### config.mk
export PLATFORM = sky130hd
export DESIGN_NAME = d2d_div_chain
export DESIGN_NICKNAME = d
export VERILOG_FILES = /design/src/rtl/d2d_div_cell.sv /design/src/rtl/d2d_div_chain.sv
export SDC_FILE = /design/constraint.sdc
export NUM_CORES = 2
export LEC_CHECK = 0
export BUFFER_PORTS_ARGS = -buffer_cell sky130_fd_sc_hd__buf_2
export CAP_MARGIN = 20
export CELL_PAD_IN_SITES_DETAIL_PLACEMENT = 0
export CELL_PAD_IN_SITES_GLOBAL_PLACEMENT = 1
export CORE_UTILIZATION = 54
export CTS_CLUSTER_SIZE = 16
export DETAILED_ROUTE_END_ITERATION = 8
export PLACE_DENSITY = 0.91
export SETUP_SLACK_MARGIN = 0.2
export SYNTH_ARGS = -nofsm -noshare
export SYNTH_HDL_FRONTEND = slang
export SYNTH_SLANG_ARGS = --single-unit
### constraint.sdc
create_clock -name i_clk -period 4.04 [get_ports i_clk]
set_clock_uncertainty 0.1 [all_clocks]
set_input_delay 0.808 -clock i_clk [delete_from_list [all_inputs] [get_ports i_clk]]
set_output_delay 0.808 -clock i_clk [all_outputs]
set_load 0.01 [all_outputs]
### src/rtl/d2d_div_cell.sv
// One restoring-division cell: one quotient bit per lane, shared divisor.
// No package dependency.
module d2d_div_cell #(
    parameter int NW = 36,
    parameter int DW = 15,
    parameter int LANES = 1,
    parameter int SW = 1
) (
    input  logic                        i_clk,
    input  logic                        i_rst_n,
    input  logic                        i_en,
    input  logic                        i_valid,
    input  logic [DW-1:0]               i_den,
    input  logic [LANES-1:0][DW-1:0]    i_rem,
    input  logic [LANES-1:0][NW-1:0]    i_nq,
    input  logic [SW-1:0]               i_side,
    output logic                        o_valid,
    output logic [DW-1:0]               o_den,
    output logic [LANES-1:0][DW-1:0]    o_rem,
    output logic [LANES-1:0][NW-1:0]    o_nq,
    output logic [SW-1:0]               o_side
);
    logic                     r_valid;
    logic [DW-1:0]            r_den;
    logic [LANES-1:0][DW-1:0] r_rem, n_rem;
    logic [LANES-1:0][NW-1:0] r_nq, n_nq;
    logic [SW-1:0]            r_side;
    logic [LANES-1:0][DW:0]   w_trial, w_diff;
    logic [LANES-1:0]         w_ge;

    // nq holds remaining dividend bits above, quotient bits shifting in below
    always_comb begin
        for (int l = 0; l < LANES; l++) begin
            w_trial[l] = {i_rem[l], i_nq[l][NW-1]};
            w_diff[l]  = w_trial[l] - {1'b0, i_den};
            w_ge[l]    = (w_trial[l] >= {1'b0, i_den});
            n_rem[l]   = w_ge[l] ? w_diff[l][DW-1:0] : w_trial[l][DW-1:0];
            n_nq[l]    = {i_nq[l][NW-2:0], w_ge[l]};
        end
    end

    always_ff @(posedge i_clk) begin
        if (!i_rst_n) begin
            r_valid <= 1'b0;
        end else if (i_en) begin
            r_valid <= i_valid;
        end
    end

    always_ff @(posedge i_clk) begin
        if (i_en) begin
            r_den  <= i_den;
            r_rem  <= n_rem;
            r_nq   <= n_nq;
            r_side <= i_side;
        end
    end

    assign o_valid = r_valid;
    assign o_den   = r_den;
    assign o_rem   = r_rem;
    assign o_nq    = r_nq;
    assign o_side  = r_side;
endmodule

### src/rtl/d2d_div_chain.sv
// Row of NW restoring-division cells; the quotient leaves the last cell.
// Depends on d2d_div_cell.
module d2d_div_chain #(
    parameter int NW = 36,
    parameter int DW = 15,
    parameter int LANES = 1,
    parameter int SW = 1
) (
    input  logic                     i_clk,
    input  logic                     i_rst_n,
    input  logic                     i_en,
    input  logic                     i_valid,
    input  logic [DW-1:0]            i_den,
    input  logic [LANES-1:0][NW-1:0] i_num,
    input  logic [SW-1:0]            i_side,
    output logic                     o_valid,
    output logic [LANES-1:0][NW-1:0] o_quo,
    output logic [SW-1:0]            o_side
);
    logic                     w_valid [NW+1];
    logic [DW-1:0]            w_den   [NW+1];
    logic [LANES-1:0][DW-1:0] w_rem   [NW+1];
    logic [LANES-1:0][NW-1:0] w_nq    [NW+1];
    logic [SW-1:0]            w_side  [NW+1];

    assign w_valid[0] = i_valid;
    assign w_den[0]   = i_den;
    assign w_rem[0]   = '0;
    assign w_nq[0]    = i_num;
    assign w_side[0]  = i_side;

    for (genvar k = 0; k < NW; k++) begin : g_cell
        d2d_div_cell #(.NW(NW), .DW(DW), .LANES(LANES), .SW(SW)) u_cell (
            .i_clk   (i_clk),
            .i_rst_n (i_rst_n),
            .i_en    (i_en),
            .i_valid (w_valid[k]),
            .i_den   (w_den[k]),
            .i_rem   (w_rem[k]),
            .i_nq    (w_nq[k]),
            .i_side  (w_side[k]),
            .o_valid (w_valid[k+1]),
            .o_den   (w_den[k+1]),
            .o_rem   (w_rem[k+1]),
            .o_nq    (w_nq[k+1]),
            .o_side  (w_side[k+1])
        );
    end

    assign o_valid = w_valid[NW];
    assign o_quo   = w_nq[NW];
    assign o_side  = w_side[NW];
endmodule

==> flow_metrics.py <==
metrics = {
    "outcome": {
        "status": "complete, no violations",
    },
    "clock_network": {
        "htree_levels": 4,
        "cts-buffers-inserted": 240,
        "clk_latency_ns": 0.87,
        "numClockSinks": 2418,
        "post_cts_resized": 0,
        "cts_tree": "built",
        "max-clock-path-buffers": 3,
        "clk_root_buffer_cell": "clkbuf_16",
        "post_cts.repair.setup_buffers": 0,
        "clk_transition_reported_paths_ns": 0.06,
    },
    "global_route": {
        "wire_length_of_the_first_global_routing_pass_mm": 313,
        "number_of_antenna_violations_at_the_first_check_in_global_routing": 1,
        "grt_start_max_net_pins": 125,
        "first_global_vias": 58600,
        "overflow_after_grt": 0,
        "gr-usage-all-layers_pct": 19.7,
    },
    "synthesis": {
        "seq_area_frac_synth_pct": 67.8,
        "postSynthNetCount": 8065,
        "synth.top_cells.by_area": "edfxtp_1 67%, ha_1 6.2%, inv_1 2.5%, mux2_2 2.5%, o21ai_0 2.0%",
        "synth.top_cell.area_share_pct": 67.1,
        "synth-edff-count": 2382,
        "synthDominantAreaCellType": "edfxtp_1",
        "proportion_of_register_bits_with_asynchronous_set_or_reset_after_synthesis_pct": 0,
        "yosys_register_bits": 2418,
        "ys.warnings.count": 0,
        "synth_ff_type": "edfxtp_1",
        "synth_cells": 7448,
        "post_synth_num_cell_types": 99,
        "syn_avg_cell_area_um2": 14.3,
        "syn-cell-area_um2": 107000,
    },
    "finish": {
        "final.fill_count": 14500,
        "nets": 8408,
        "area.growth.synth_to_final_pct": 11.8,
        "final_cell_mix": "2382 x edfxtp_1, 715 x inv_1, 527 x ha_1",
        "final_layout_size_suffix_gt1_share_pct": 11.5,
        "layout.cells.most_common": "edfxtp_1",
        "num_antenna_cells": 0,
    },
    "routing": {
        "avgRoutedWirePerCell_um": 18.5,
        "detailroute.via_count": 59100,
        "drtPass1Iterations": 6,
        "antenna_violating_nets_left": 0,
        "post-route-drc-count": 0,
        "detail_route.iter0.violations": 4482,
        "finalWirelength_mm": 196,
        "viasPerCell": 5.56,
    },
    "worst_setup_path": {
        "critical_path_class": "reg -> reg",
        "critPathCaptureType": "flop",
        "cp_max_fo": 16,
        "cp.required_ns": 4.57,
        "critPathArrivalTime_ns": 3.91,
        "startpoint_class": "flop",
    },
    "floorplan": {
        "i_o_pins": 94,
        "dieArea_um2": 199000,
        "die_x_um": 446,
        "initial_utilization_pct": 54.5,
        "placementRows": 162,
        "core_area_um2": 196000,
        "die_y_um": 446,
    },
    "sta": {
        "hold_viol": 0,
        "rsz0062_at_grt": "no",
        "final.period_utilization_pct": 83.6,
        "slew-limit-headroom_pct": 37.7,
        "report.final.slew_viol_count": 0,
        "report.final.setup_viol": 0,
        "tns_ns": 0,
        "final_critical_path_setup_slack_ns": 0.662,
        "fmaxAchievable_mhz": 296,
        "fin_crit_ns": 3.38,
        "tightest_slew_ns": 0.935,
    },
    "hold_path": {
        "min-delay-path-class": "in -> reg",
    },
    "placement": {
        "place.port_buffers": 93,
        "routabilityCongestion": 0.869,
        "place_worst_setup_slack_ns": 0.681,
        "dpl.hpwl_mm": 134,
    },
    "power_and_ir_drop": {
        "p_per_area_nw_per_um2": 750,
        "vdd_ir_drop_max_mv": 0.501,
        "power.leakage_nw": 45.5,
    },
    "flow_run": {
        "timing.max_cap.violations": 0,
    },
}
power breakdown:
part	total (mW)	internal [mW]	switching [mW]
Clock	22.1	12.7	9.43
Combinational	30.9	13.8	17.1
Sequential	36.4	33.9	2.52
Total	89.5	60.4	29.1
layer usage:
layer  part of all wire [%]  GRT usage [%]
met5                  0.010              0
met3                    4.6           3.04
met2                     48           32.7
met1                     44           26.6
met4                    2.6           6.35
metrics by stage:
stage,util [%],hold WS [ns],power [mW],cells,instance area (um2)
after floorplan,-,0.300,59.5,7448,107000
after global placement,56.6,0.300,66.5,10100,111000
final,61.0,0.145,89.5,10600,119000
after global routing,61.0,0.126,94.8,10600,119000
after CTS,60.9,0.0532,89.9,10600,119000
after detailed placement,56.6,0.305,67.1,10100,111000
Yosys cell counts (13+ instances only):
| master | number |
|---|---|
| edfxtp_1 | 2382 |
| inv_1 | 715 |
| ha_1 | 527 |
| o21ai_0 | 422 |
| nand2_1 | 385 |
| a21oi_1 | 325 |
| nor2_1 | 323 |
| mux2_2 | 237 |
| xnor2_1 | 219 |
| nor2b_1 | 164 |
| a21o_1 | 152 |
| xor2_1 | 111 |
| nor3_1 | 99 |
| clkbuf_1 | 89 |
| o21a_1 | 89 |
| mux2i_1 | 83 |
| a31oi_1 | 71 |
| nand4_1 | 66 |
| nand3_1 | 65 |
| a211oi_1 | 54 |
| nand2b_1 | 52 |
| o211ai_1 | 49 |
| or3_1 | 45 |
| o31ai_1 | 42 |
| buf_2 | 41 |
| dfxtp_1 | 36 |
| or2_2 | 36 |
| a21boi_0 | 34 |
| and2_1 | 34 |
| fa_1 | 34 |
| a2111oi_0 | 27 |
| o2111ai_1 | 27 |
| and3_1 | 25 |
| or4_1 | 21 |
| a31o_2 | 20 |
| nand3b_1 | 17 |
| nor3b_1 | 17 |
| o41a_1 | 16 |
| nor4b_1 | 15 |
| o311a_1 | 15 |
| and4_1 | 14 |
| nor4_1 | 13 |
| o21ai_1 | 13 |
| o31a_1 | 13 |
cell families (layout without fill, tap and decap cells):
| family | count (synthesis) | in the layout | share of synthesized area, % |
|---|---|---|---|
| buffers and inverters | 870 | 1423 | 3.20 |
| AO/OA/AOI/OAI | 1518 | 1518 | 9.33 |
| flip-flops | 2418 | 2418 | 67.8 |
| AND/OR/NAND/NOR | 1414 | 1414 | 6.65 |
| multiplexers | 337 | 337 | 3.50 |
| adder cells (fa/ha/maj) | 561 | 561 | 6.82 |
| XOR/XNOR | 330 | 330 | 2.71 |
registers in the layout (all words and copies together), names as in the netlist:
register	count
g_cell.u_cell.o_nq	1296
g_cell.u_cell.o_den	525
g_cell.u_cell.o_rem	525
g_cell.u_cell.o_side	36
g_cell.u_cell.o_valid	36
layout make-up:
| cell class | count | area [um2] | share of cell area [%] |
|---|---|---|---|
| well taps | 2624 | 3280 | 2.75 |
| multi-input cells | 4160 | 31000 | 26.0 |
| repair buffers | 247 | 2110 | 1.77 |
| clock buffers | 281 | 6190 | 5.19 |
| clock inverters | 171 | 1720 | 1.44 |
| flip-flops and latches | 2418 | 72200 | 60.6 |
| inverters | 724 | 2720 | 2.28 |
final timing paths:
path / slack (ns) / from / endpoint / cells after the start
setup / recovery: 0.66 / g_cell[0].u_cell.o_nq[35] / g_cell[1].u_cell.o_rem[5] / 10
hold / removal: 0.14 / i_valid / g_cell[0].u_cell.o_valid / 3
setup reg to reg: 0.66 / g_cell[0].u_cell.o_nq[35] / g_cell[1].u_cell.o_rem[5] / 10
hold reg to reg: 0.30 / g_cell[33].u_cell.o_nq[24] / g_cell[34].u_cell.o_nq[25] / 0
repair_timing:
item	CTS	global route
endpoints found under the hold margin	51	0
hold buffers	51	0
endpoints found under the setup margin	0	0
worst max-delay path, stage by stage (launching register included):
cell and delay, ns:
edfxtp_1 0.34, inv_1 0.06, ha_1 0.23, fa_1 0.42, nand2b_1 0.19, a21oi_1 0.26
nor3_2 0.10, o31a_2 0.39, nand2b_1 0.08, a21o_1 0.55, mux2_2 0.41
Note: power is estimated with default switching activity, not from simulation.
